===== config.mk =====
export PLATFORM = sky130hd
export DESIGN_NAME = lnlms_ctrl
export DESIGN_NICKNAME = d
export VERILOG_FILES = /design/src/rtl/core/lnlms_pkg.sv /design/src/rtl/core/lnlms_ctrl.sv
export SDC_FILE = /design/constraint.sdc
export NUM_CORES = 1
export LEC_CHECK = 0
export ABC_AREA = 1
export BUFFER_PORTS_ARGS = -buffer_cell sky130_fd_sc_hd__buf_4
export CORE_MARGIN = 2
export CORE_UTILIZATION = 25
export DETAILED_ROUTE_END_ITERATION = 16
export PLACE_DENSITY = 0.48
export RECOVER_POWER = 100
export SKIP_LAST_GASP = 1
export SLEW_MARGIN = 40
export SYNTH_ARGS = -nofsm -noshare
export SYNTH_HDL_FRONTEND = slang
export SYNTH_SLANG_ARGS = --single-unit

===== constraint.sdc =====
create_clock -name i_clk -period 1.9 [get_ports i_clk]
set_clock_uncertainty 0.15 [all_clocks]
set_input_delay 0.095 -clock i_clk [delete_from_list [all_inputs] [get_ports i_clk]]
set_output_delay 0.095 -clock i_clk [all_outputs]
set_load 0.02 [all_outputs]

===== src/rtl/core/lnlms_pkg.sv =====
// shared types, constants and register codes of the leaky nlms filter
`default_nettype none

package lnlms_pkg;

    localparam int HIST_DEPTH = 512;
    localparam int HIST_AW    = $clog2(HIST_DEPTH);
    localparam int MAX_TAPS   = 128;
    localparam int TAP_AW     = $clog2(MAX_TAPS);
    localparam int W_BITS     = 32;
    localparam int W_FRAC     = W_BITS - 2;

    localparam int CFG_AW = 3;
    localparam int CFG_DW = 16;

    // register indexes
    localparam logic [CFG_AW-1:0] REG_TAP_DELAY   = 3'd0;
    localparam logic [CFG_AW-1:0] REG_STEP_SIZE   = 3'd1;
    localparam logic [CFG_AW-1:0] REG_LEAK_FACTOR = 3'd2;
    localparam logic [CFG_AW-1:0] REG_TAP_COUNT   = 3'd3;
    localparam logic [CFG_AW-1:0] REG_OUTPUT_MODE = 3'd4;

    // register reset values
    localparam logic [8:0]  RST_TAP_DELAY   = 9'd16;
    localparam logic [15:0] RST_STEP_SIZE   = 16'd655;
    localparam logic [15:0] RST_LEAK_FACTOR = 16'd0;
    localparam logic [7:0]  RST_TAP_COUNT   = 8'd64;
    localparam logic        RST_OUTPUT_MODE = 1'b0;

    // divider sizes: |mu*err| << 31 over power + 1
    localparam int DIVIDEND_BITS = 62;
    localparam int DIVISOR_BITS  = 39;

    typedef struct packed {
        logic           clr;
        logic           load;
        logic           rd;
        logic           mul1;
        logic           acc1;
        logic           err;
        logic           div_start;
        logic           gain;
        logic           mul2;
        logic           mul3;
        logic           wr2;
        logic           out;
        logic [HIST_AW-1:0] idx;
    } t_dp_cmd;

    typedef struct packed {
        logic [7:0] taps;
        logic       div_done;
    } t_dp_sts;

endpackage

`default_nettype wire


===== src/rtl/core/lnlms_ctrl.sv =====
// sequencing state machine of the leaky nlms filter
`default_nettype none

module lnlms_ctrl (
    input  wire logic               i_clk,
    input  wire logic               i_rst_n,
    input  wire logic               i_in_valid,
    output logic                    o_in_ready,
    output logic                    o_out_valid,
    input  wire logic               i_out_ready,
    output lnlms_pkg::t_dp_cmd      o_cmd,
    input  wire lnlms_pkg::t_dp_sts i_sts
);

    localparam int HA = lnlms_pkg::HIST_AW;

    typedef enum logic [12:0] {
        S_CLEAR    = 13'b0000000000001,
        S_IDLE     = 13'b0000000000010,
        S_RD1      = 13'b0000000000100,
        S_MUL1     = 13'b0000000001000,
        S_ACC1     = 13'b0000000010000,
        S_ERR      = 13'b0000000100000,
        S_DIV_GO   = 13'b0000001000000,
        S_DIV_WAIT = 13'b0000010000000,
        S_GAIN     = 13'b0000100000000,
        S_RD2      = 13'b0001000000000,
        S_MUL2     = 13'b0010000000000,
        S_MUL3     = 13'b0100000000000,
        S_WR2      = 13'b1000000000000
    } t_state;

    t_state        r_state, n_state;
    logic [HA-1:0] r_cnt, n_cnt;
    logic          r_out_valid, n_out_valid;
    logic          r_out_pend, n_out_pend;
    logic          last_tap;
    logic          out_fire;

    assign last_tap = ({1'b0, r_cnt} + 1'b1) == (HA+1)'(i_sts.taps);
    // result goes out once the output register is free
    assign out_fire = r_out_pend && (!r_out_valid || i_out_ready);

    always_comb begin
        n_state     = r_state;
        n_cnt       = r_cnt;
        n_out_pend  = r_out_pend;
        n_out_valid = r_out_valid;
        o_cmd       = '0;
        o_cmd.idx   = r_cnt;
        o_in_ready  = 1'b0;

        if (r_out_valid && i_out_ready) begin
            n_out_valid = 1'b0;
        end
        if (out_fire) begin
            o_cmd.out   = 1'b1;
            n_out_pend  = 1'b0;
            n_out_valid = 1'b1;
        end

        unique case (r_state)
            S_CLEAR: begin
                o_cmd.clr = 1'b1;
                n_cnt     = r_cnt + 1'b1;
                if (r_cnt == {HA{1'b1}}) begin
                    n_state = S_IDLE;
                end
            end
            S_IDLE: begin
                o_in_ready = !r_out_pend;
                if (i_in_valid && !r_out_pend) begin
                    o_cmd.load = 1'b1;
                    n_cnt      = '0;
                    n_state    = (i_sts.taps == 8'd0) ? S_ERR : S_RD1;
                end
            end
            S_RD1: begin
                o_cmd.rd = 1'b1;
                n_state  = S_MUL1;
            end
            S_MUL1: begin
                o_cmd.mul1 = 1'b1;
                n_state    = S_ACC1;
            end
            S_ACC1: begin
                o_cmd.acc1 = 1'b1;
                if (last_tap) begin
                    n_cnt   = '0;
                    n_state = S_ERR;
                end else begin
                    n_cnt   = r_cnt + 1'b1;
                    n_state = S_RD1;
                end
            end
            S_ERR: begin
                o_cmd.err = 1'b1;
                n_state   = S_DIV_GO;
            end
            S_DIV_GO: begin
                o_cmd.div_start = 1'b1;
                n_state         = S_DIV_WAIT;
            end
            S_DIV_WAIT: begin
                if (i_sts.div_done) begin
                    n_state = S_GAIN;
                end
            end
            S_GAIN: begin
                o_cmd.gain = 1'b1;
                n_cnt      = '0;
                if (i_sts.taps == 8'd0) begin
                    n_out_pend = 1'b1;
                    n_state    = S_IDLE;
                end else begin
                    n_state = S_RD2;
                end
            end
            S_RD2: begin
                o_cmd.rd = 1'b1;
                n_state  = S_MUL2;
            end
            S_MUL2: begin
                o_cmd.mul2 = 1'b1;
                n_state    = S_MUL3;
            end
            S_MUL3: begin
                o_cmd.mul3 = 1'b1;
                n_state    = S_WR2;
            end
            S_WR2: begin
                o_cmd.wr2 = 1'b1;
                if (last_tap) begin
                    n_cnt      = '0;
                    n_out_pend = 1'b1;
                    n_state    = S_IDLE;
                end else begin
                    n_cnt   = r_cnt + 1'b1;
                    n_state = S_RD2;
                end
            end
            default: begin
                n_state = S_IDLE;
            end
        endcase
    end

    always_ff @(posedge i_clk) begin
        if (!i_rst_n) begin
            r_state     <= S_CLEAR;
            r_cnt       <= '0;
            r_out_valid <= 1'b0;
            r_out_pend  <= 1'b0;
        end else begin
            r_state     <= n_state;
            r_cnt       <= n_cnt;
            r_out_valid <= n_out_valid;
            r_out_pend  <= n_out_pend;
        end
    end

    assign o_out_valid = r_out_valid;

endmodule

`default_nettype wire


# After elaboration in Yosys (flattened, before gate mapping)
# Index checks and enable logic that the tools add are counted.
# word_totals
elab_cells	68
register_bits	24
n_memories	0
latch_bits	0
in_bits	13
ram_bits	0
romBits	0
output_inout_bits	23
# op_classes
magnitude_cmp	0
n_bitwise	0
shift	0
mux	31
add_sub_neg	2
div	0
n_reduce_logical	13
mul	0
n_eq_ne	18
# ops
operator	count
$pmux 13 s13	1
$mux 13	3
$pmux 9 s4	1
$mux 10	2
$mux 1	19
$mux 9	2
$eq 13x1->1 const B	1
$eq 13x10->1 const B	1
$eq 13x11->1 const B	1
$eq 13x12->1 const B	1
$eq 13x13->1 const B	1
$eq 13x2->1 const B	1
$eq 13x3->1 const B	1
$eq 13x4->1 const B	1
$eq 13x5->1 const B	1
$eq 13x6->1 const B	1
$eq 13x7->1 const B	1
$eq 13x8->1 const B	1
$eq 13x9->1 const B	1
$mux 6	2
$add 9x1->10 const B	1
$eq 10x8->1	1
$add 9x1->9 const B	1
$eq 9x9->1 const B	1
other kinds (11)	17

# Logic depth before layout (Yosys ltp)
# Gate-level depths: netlist (run 1).
# logic_depth
ltp_word	6
depth_mapped	15
mapped_depth_nobuf	15

# Worst setup path after synthesis (run 1)
# No wires, ideal clock.
# synth_timing
path_type	reg2reg
startpoint	register r_cnt[1]
endpoint	register r_cnt[0]
stages_incl_launch_ff	13
synth_period_minus_slack_ns	2.278
slack_ns	-0.378
n_path_buf	0
required_ns	1.618
arrival_time_ns	1.995
setup_ns	0.132
cell_sequence	dfxtp_1 > ha_1 > nand3_2 > nor2_1 > ha_1 > inv_1 > nand3_1 > nor2_1 > nand3_1 > nor2_2 > nand4_2 > nand3_1 > a21oi_1
# synth_via
elab_chain_cells	4
# synth_lines
element	line_no	source
start, declared	lnlms_ctrl.sv:34	logic [HA-1:0] r_cnt, n_cnt;
start signal, assigned	lnlms_ctrl.sv:156	r_cnt <= n_cnt;
$add 9x1->10	lnlms_ctrl.sv:40	assign last_tap = ({1'b0, r_cnt} + 1'b1) == (HA+1)'(i_sts.taps);
$eq 10x8->1	lnlms_ctrl.sv:40	
$mux 9	lnlms_ctrl.sv:88, lnlms_ctrl.sv:133	
$pmux 9 s4	lnlms_ctrl.sv:62	unique case (r_state)
# No other way between the ends.
# A chain may end at the register's enable or synchronous reset.

# Worst setup path after layout (run 1)
# layout_timing
startpoint	register r_cnt[5]
endpoint	register r_cnt[0]
# Same word-level chain as after synthesis.

==> run summary, run 1 <==
In this run the clock root is driven by a sky130_fd_sc_hd__clkbuf_8. The last weighted congestion value of the routability-driven placer is 0.815. Yosys printed 0 warnings. The placeable core area is approximately 7300 um^2. The top cell types in the final layout, fill and taps aside, are sky130_fd_sc_hd__buf_4 (64), sky130_fd_sc_hd__nand2_1 (55), sky130_fd_sc_hd__inv_1 (44). The starting density of the core came out at between 20% and 30%.

The die boundary height came out at about 91 um. Across the whole layout, storage elements account for 504 um^2. The fill cell instance count of the final layout came out at 818.

The floorplan die width came out at roughly 91 um. The area occupied by multi-input gates came out at between 1000 and 1500 um^2. The library cell with the largest summed area after synthesis is sky130_fd_sc_hd__dfxtp_1. The number of H-tree levels is 1. Detailed routing placed a total of 244 um of wire on met3. The cell area after placement came out at 2510 um^2. The checks that failed: negative setup slack. After synthesis, the cell types taking the most area are sky130_fd_sc_hd__dfxtp_1 (25%), sky130_fd_sc_hd__nand2_1 (12%), sky130_fd_sc_hd__nand3_1 (9.6%). The fraction of registers with async set or reset after synthesis is 0%. Setup violations remaining at the end of the flow were counted as 19. The share of the yosys chip area belonging to registers came out at 25.5%.

The worst ir drop on vdd came out at 0.269 mV. Once detailed placement completed, the half-perimeter wirelength came to approximately 4400 um. The port buffer count is 35. The I/O pin total is 36. The post-synthesis sequential element count came out at 24.

The largest net degree at the start of global routing came out at 15. The synthesized instance count is 292. For this run, the post-layout net count is between 300 and 400. In this run the tightest slew margin relative to its limit is 67.5%. TritonCTS built the clock tree.

Counting I/O delays and the setup requirement, the final critical path takes 2.18 ns. The CTS sink count came out at 24. The die area is 8250 um^2.

The flow ran to the end, but the final reports show violations. The detailed router finished its first iteration with 58 violations. The worst setup path is captured at a register. The hold violation count in the final report is 0. The proportion of netlist area held by the largest area contributor is 25.5%. For this run, the number of standard cells in the final layout without fillers is 460. After floorplanning, the core was divided into 31 placement rows. The setup slack of the critical path after layout came out at -0.283 ns. Max-cap violations in this run came to 0. Counting every net in the synthesized netlist gives 307. Detailed routing placed a total of between 2000 and 3000 um of wire on met2. The number of max-slew violations in the final report is 0.

The data arrival at the endpoint of the critical path is 2.18 ns. The share of the core filled with cells in the final layout is 36.5%. The final antenna-violating net count came out at 0. The count of antenna diodes in the layout came out at 0. The total instance count after detailed placement is ~450. The post-detailed-route via-to-cell ratio is between 4 and 5.

For this run, the leading register cell type out of synthesis is sky130_fd_sc_hd__dfxtp_1. The detailed-route DRC error count came out at 0. The via count of the first global-routing pass is 2024. Once layout is done, the placed cells without fillers occupy ~2700 um^2. The synthesized netlist contains 37 unique library cells. The layout cell share with drive strength beyond 1 is 37.4%. The detailed router placed 2052 vias in this run.

The reported leakage power is ~1.3 nW. Data on the critical path is required at its endpoint by 1.89 ns. The total wire length came out at 5470 um. The clock-pin slew reported for the worst setup and hold paths after clock tree synthesis is 0.10 ns. Derived from the worst setup path, the maximum achievable clock frequency is around 460 MHz.

Routed signal wires occupy layers up through met4. The buffer levels on the longest clock path is 2. The critical path in this run is classified as reg2reg. The total routing usage reported by global routing came out at 13.9%. The initial antenna violation count came out at 0. STA classifies the critical path startpoint as a register. The ratio of total power to cell area came out at 628 nW/um^2. In the finished design, the share of the clock period the worst path needs comes to 115%. The wire length of the first global-routing pass is between 9000 and 10000 um. The post-synthesis average cell area came out at roughly 6.5 um^2. In this run the worst hold path is classified as in2reg.

The number of iterations in the first detailed-routing pass came out at 4. The library cell used most frequently in the layout, excluding fill and tap cells, is sky130_fd_sc_hd__buf_4. The slew of the pin with the lowest slew margin is 0.486 ns.

Summing internal, switching and leakage power gives 1.67 mW. The number of buffers added by the clock tree synthesis step is 3. The length of routed wiring on met1 is 2580 um. For the worst-skew pair, the clock arrives at the later sink with an insertion delay of between 0.2 and 0.3 ns. After global routing the overflow that remains totals 0. The mean routed wirelength per cell came out at 11.9 um.

The largest fanout of any net on the critical path is 8. The synthesis-to-finish area growth is 41.2%. The cell area after technology mapping is ~1900 um^2. Setup repair after global routing could not meet its margin everywhere.

The synthesized design contains 0 enable-type register cells.
==> per-layer routing <==
| metal | global-route usage (%) | vias up |
|---|---|---|
| li1 | - | 1076 |
| met1 | 18.4 | 932 |
| met2 | 23.5 | 40 |
| met3 | 2.17 | 4 |
| met4 | 3.41 | 0 |
| met5 | 0 | - |
==> per-stage QoR <==
| stage | hold WS (ns) | worst slack (ns) | setup TNS, ns |
|---|---|---|---|
| floorplan | 0.0734 | -0.142 | -1.45 |
| global placement | 0.231 | -0.215 | -2.04 |
| detailed placement | 0.227 | -0.261 | -2.61 |
| CTS | 0.0349 | -0.214 | -2.33 |
| global route | 0.0408 | -0.451 | -7.42 |
| finish | 0.0388 | -0.283 | -3.40 |
==> Yosys cell counts (4+ instances only) <==
library cell	count
sky130_fd_sc_hd__o21ai_2	4
sky130_fd_sc_hd__nand3_1	36
sky130_fd_sc_hd__dfxtp_1	24
sky130_fd_sc_hd__inv_1	45
sky130_fd_sc_hd__nand2_2	7
sky130_fd_sc_hd__nor2_4	6
sky130_fd_sc_hd__nor3_1	11
sky130_fd_sc_hd__nand4_1	5
sky130_fd_sc_hd__nand3_2	4
sky130_fd_sc_hd__nor2_1	31
sky130_fd_sc_hd__nor2_2	8
sky130_fd_sc_hd__a21oi_1	11
sky130_fd_sc_hd__nand2_1	58
sky130_fd_sc_hd__o21ai_0	7
==> flip-flops by register name, indices dropped and copies added (netlist names) <==
name         count
r_cnt            9
o_out_valid      1
r_state         13
r_out_pend       1
==> final timing paths <==
| path | cells past startpoint | slack [ns] | endpoint | startpoint |
|---|---|---|---|---|
| max | 13 | -0.28 | r_cnt[0] | r_cnt[5] |
| max reg2reg | 13 | -0.28 | r_cnt[0] | r_cnt[5] |
| min reg2reg | 2 | 0.36 | o_out_valid | o_out_valid |
| min | 3 | 0.04 | r_state[7] | i_sts[0] |
==> cells by family (layout without fill, tap and decap cells) <==
kind of cell | after synthesis | count (layout) | synth area share [%]
flops | 24 | 24 | 25.5
compound gates | 28 | 28 | 9.10
fa+ha+maj | 2 | 2 | 1.33
simple gates | 182 | 182 | 51.3
buf+inv | 55 | 124 | 12.3
xor+xnor | 1 | 1 | 0.465
==> power by group <==
group	internal (mW)	total [mW]	switching, mW
combinational	0.282	0.657	0.374
sequential	0.551	0.591	0.0399
clock	0.229	0.423	0.194
total	1.06	1.67	0.608
==> critical path, cell delays in order, from the launching register on <==
cell                      delay, ns
sky130_fd_sc_hd__dfxtp_4       0.37
sky130_fd_sc_hd__nand2_4       0.06
sky130_fd_sc_hd__nor2_4        0.11
sky130_fd_sc_hd__nand3_2       0.07
sky130_fd_sc_hd__nor2_1        0.13
sky130_fd_sc_hd__ha_1          0.26
sky130_fd_sc_hd__inv_2         0.06
sky130_fd_sc_hd__nand3_1       0.08
sky130_fd_sc_hd__nor2_1        0.09
sky130_fd_sc_hd__nand3_1       0.13
sky130_fd_sc_hd__nor2_4        0.16
sky130_fd_sc_hd__nand4_4       0.19
sky130_fd_sc_hd__nand3_1       0.13
sky130_fd_sc_hd__a21oi_1       0.06
==> layout make-up <==
| type | instances | share of cell area (%) |
|---|---|---|
| repair buffers | 71 | 19.6 |
| well taps | 99 | 4.65 |
| inverters | 49 | 7.10 |
| clock buffers | 4 | 2.49 |
| multi-input cells | 213 | 47.2 |
| flip-flops and latches | 24 | 18.9 |
==> what timing repair did <==
action / 4_1_cts / 5_1_grt
setup buffers: 1 / 2
hold buffers: 2 / 0
pin swaps: 4 / 8
resized for setup: 4 / 19
endpoints found under the hold margin: 10 / 0
setup endpoints to repair: 13 / 17
No activity file was read; power rests on OpenSTA's default activity.
==> inputs of run 2 (changes only) <==
--- a/config.mk
+++ b/config.mk
@@ -13,5 +13,4 @@
 export PLACE_DENSITY = 0.48
 export RECOVER_POWER = 100
-export SKIP_LAST_GASP = 1
 export SLEW_MARGIN = 40
 export SYNTH_ARGS = -nofsm -noshare
==> constraint.sdc (replaced) <==
create_clock -name i_clk -period 1.9 [get_ports i_clk]
set_clock_uncertainty 0.15 [all_clocks]
set_input_delay 0.19 -clock i_clk [delete_from_list [all_inputs] [get_ports i_clk]]
set_output_delay 0.19 -clock i_clk [all_outputs]
set_load 0.02 [all_outputs]
==> run 2 against run 1 <==
Effect of this change:
- the flow still finishes with violations (negative setup slack)
- register-to-register slack about the same
- routed wire length is 1.5% higher
- via count rose by 1.2%
- die area is the same
- global-route usage is 0.052 points lower
- power up 0.34%
- sequential power hardly changed
- critical endpoint unchanged
==> run summary, run 2 (synthesis results as in run 1) <==
The flow ran to the end, but the final reports show violations. The checks that failed: negative setup slack. The last weighted congestion value of the routability-driven placer is 0.815 (unchanged). The part of the cycle the worst path needs is 115% (about the same). The required time of the critical path came out at 1.89 ns (about the same). The wire length of the first global-routing pass is 9380 um (-0.58%). The final antenna-violating net count is 0 (unchanged). The launching element type of the critical path is a register. The die area is 8250 um^2 (unchanged).

The detailed-route DRC error count is 0 (unchanged). The I/O pin total was 36 (unchanged). The maximum clock rate is 458 MHz (about the same).

The CTS sink count was 24 (unchanged). The total via count after detailed routing was 2077 (+1.2%). The final hold slack was 0.0294 ns (-0.00941 ns). The cell sitting at the root of the clock tree is a sky130_fd_sc_hd__clkbuf_8. The reported leakage power was 1.39 nW (+4.3%).

The largest stage delay on the critical path came out at 0.37 ns (about the same). The largest registers in the layout are r_state (13), r_cnt (9). The total non-filler cell area in the finished layout is 2780 um^2 (+4.4%). The number of buffers added by the clock tree synthesis step is 3 (unchanged). The floorplan die width is 90.8 um (unchanged).

The cell area after placement came out at 2510 um^2 (unchanged). The ratio of total power to cell area is 604 nW/um^2 (-3.9%). The insertion delay of the later-clocked pin in the worst-skew pair came out at 0.27 ns (about the same).

The count of antenna diodes in the layout was 0 (unchanged). In this design, the critical path's most frequently occurring cell is sky130_fd_sc_hd__nand3_1. The starting density of the core came out at 25.8% (unchanged). The worst slew margin relative to its limit was 69.9% (+2.3 points). Among all stages on the critical path, the largest delay is contributed by sky130_fd_sc_hd__dfxtp_4. The share of the core filled with cells in the final layout came out at 38.1% (+1.6 points). The clock-pin slew reported for the worst setup and hold paths after clock tree synthesis came out at 0.10 ns (about the same). The buffer levels on the longest clock path is 2 (unchanged).

Setup repair after global routing could not meet its margin everywhere. The total wire length came to 5550 um (+1.5%). Compared with the post-synthesis result, the final layout area differs by 47.4%. The via count of the first global-routing pass is 2010 (-0.69%). The setup violation total in the final timing report is 15 (-4). The global route total overflow is 0 (unchanged). The largest fanout of any net on the critical path came out at 8 (unchanged). The filler-free cell count of the finished design came out at 468 (+1.7%). The port buffer count was 35 (unchanged). The flip-flop count of the largest register after layout is 13 (unchanged). The critical path in this run is classified as reg2reg. The hold violation count in the final report came out at 0 (unchanged). The clock tree from TritonCTS is done. In the layout the commonest cells are sky130_fd_sc_hd__buf_4 (67), sky130_fd_sc_hd__nand2_1 (51), sky130_fd_sc_hd__inv_1 (42). The largest net degree at the start of global routing was 15 (unchanged). The post-route minimum period came to 2.18 ns (+0.000782 ns).

The final net count is 385 (+2.1%). The total routing usage reported by global routing came out at 13.8% (-0.052 points). The endpoint class of the critical path is a register. The number of violations reported at the end of detailed-routing iteration 0 came to 77 (+33%). The slew of the pin with the lowest slew margin is 0.452 ns (-0.0347 ns). The post-detailed-route via-to-cell ratio is 4.44 (-0.51%). The worst ir drop on vdd came out at 0.271 mV (+0.82%). The library cell used most frequently in the layout, excluding fill and tap cells, is sky130_fd_sc_hd__buf_4. The fill cell instance count of the final layout came out at 817 (-0.12%).

The register bank with the most flops is r_state. The total power consumption of the routed design is 1.68 mW (+0.34%). The path category of the worst min-delay check is in2reg. The critical path goes through nand2_4, nor2_4, nand3_2, nor2_1, ha_1, inv_2, nand3_1, nor2_1, nand3_1, nor2_4, nand4_4, nand3_1, a21oi_1. The number of H-tree levels is 1 (unchanged).

The layout cell share with drive strength beyond 1 is 42.8% (+5.4 points). The total instance count after detailed placement came to 451 (unchanged). The HPWL reported at the end of detailed placement is 4380 um (unchanged). The placeable core area is 7290 um^2 (unchanged).

The setup slack of the critical path after layout was -0.284 ns (-0.000782 ns). The number of placement rows is 31 (unchanged). The number of max-slew violations in the final report is 0 (unchanged). The number of iterations in the first detailed-routing pass came out at 4 (unchanged). The mean routed wirelength per cell was 11.9 um (-0.25%).

The data arrival at the endpoint of the critical path is 2.18 ns (about the same). The number of maximum-capacitance violations came to 0 (unchanged). The die boundary height came out at 90.8 um (unchanged). The initial antenna violation count came out at 0 (unchanged).
==> run 2: cell count changes in the layout (fill, tap and decap cells not counted), sizes merged <==
cell         before  now
dlygate4sd3       2    0
buf              64   73
clkbuf            9   10
==> run 2: worst paths after layout <==
check / from / end / slack (ns) / depth (start not counted)
setup / recovery: r_cnt[5] / r_cnt[0] / -0.28 / 13
hold reg to reg: o_out_valid / o_out_valid / 0.36 / 2
setup reg to reg: r_cnt[5] / r_cnt[0] / -0.28 / 13
hold / removal: i_rst_n / r_state[0] / 0.03 / 2
==> run 2: layer usage <==
metal | part of all wire [%] | vias to the layer above | track usage [%]
met3 | 3.8 | 4 | 2.17
met5 | 0 | - | 0
met1 | 47 | 945 | 18.4
li1 | - | 1091 | -
met4 | 0.85 | 0 | 3.41
met2 | 48 | 37 | 23.3
==> run 2: cell type report <==
class | count | area (um^2) | area share (%)
tap | 99 | 124 | 4.46
sequential | 24 | 509 | 18.3
clock buffer | 4 | 66.3 | 2.39
inverter | 49 | 191 | 6.89
multi-input combinational | 213 | 1290 | 46.5
timing repair buffer | 79 | 594 | 21.4
==> run 2: timing repair <==
item	CTS	global route
cloned	0	0
buffers inserted	5	8
hold buffers	0	0
pin swaps	8	19
resized for setup	8	37
endpoints found under the setup margin	14	25
==> run 2: report_power, final <==
| part | leakage, nW | internal, mW | total [mW] | switching (mW) |
|---|---|---|---|---|
| sequential | 0.202 | 0.551 | 0.592 | 0.0404 |
| clock | 0.0339 | 0.229 | 0.421 | 0.192 |
| combinational | 1.15 | 0.286 | 0.664 | 0.377 |
==> run 2: per-stage QoR <==
| stage | TNS (ns) | setup slack, ns |
|---|---|---|
| floorplan | -1.45 | -0.142 |
| CTS | -2.33 | -0.214 |
| global route | -6.42 | -0.450 |
| detailed placement | -2.61 | -0.261 |
| global placement | -2.04 | -0.215 |
| finish | -3.48 | -0.284 |
==> run 2: worst max-delay path, delay by kind of cell, from the launching register on <==
| family | cells | cell delay [ns] |
|---|---|---|
| DFF | 1 | 0.37 |
| adders and majority gates | 1 | 0.26 |
| buffers and inverters | 1 | 0.06 |
| and+or+nand+nor | 10 | 1.16 |
| AOI/OAI and AO/OA | 1 | 0.06 |
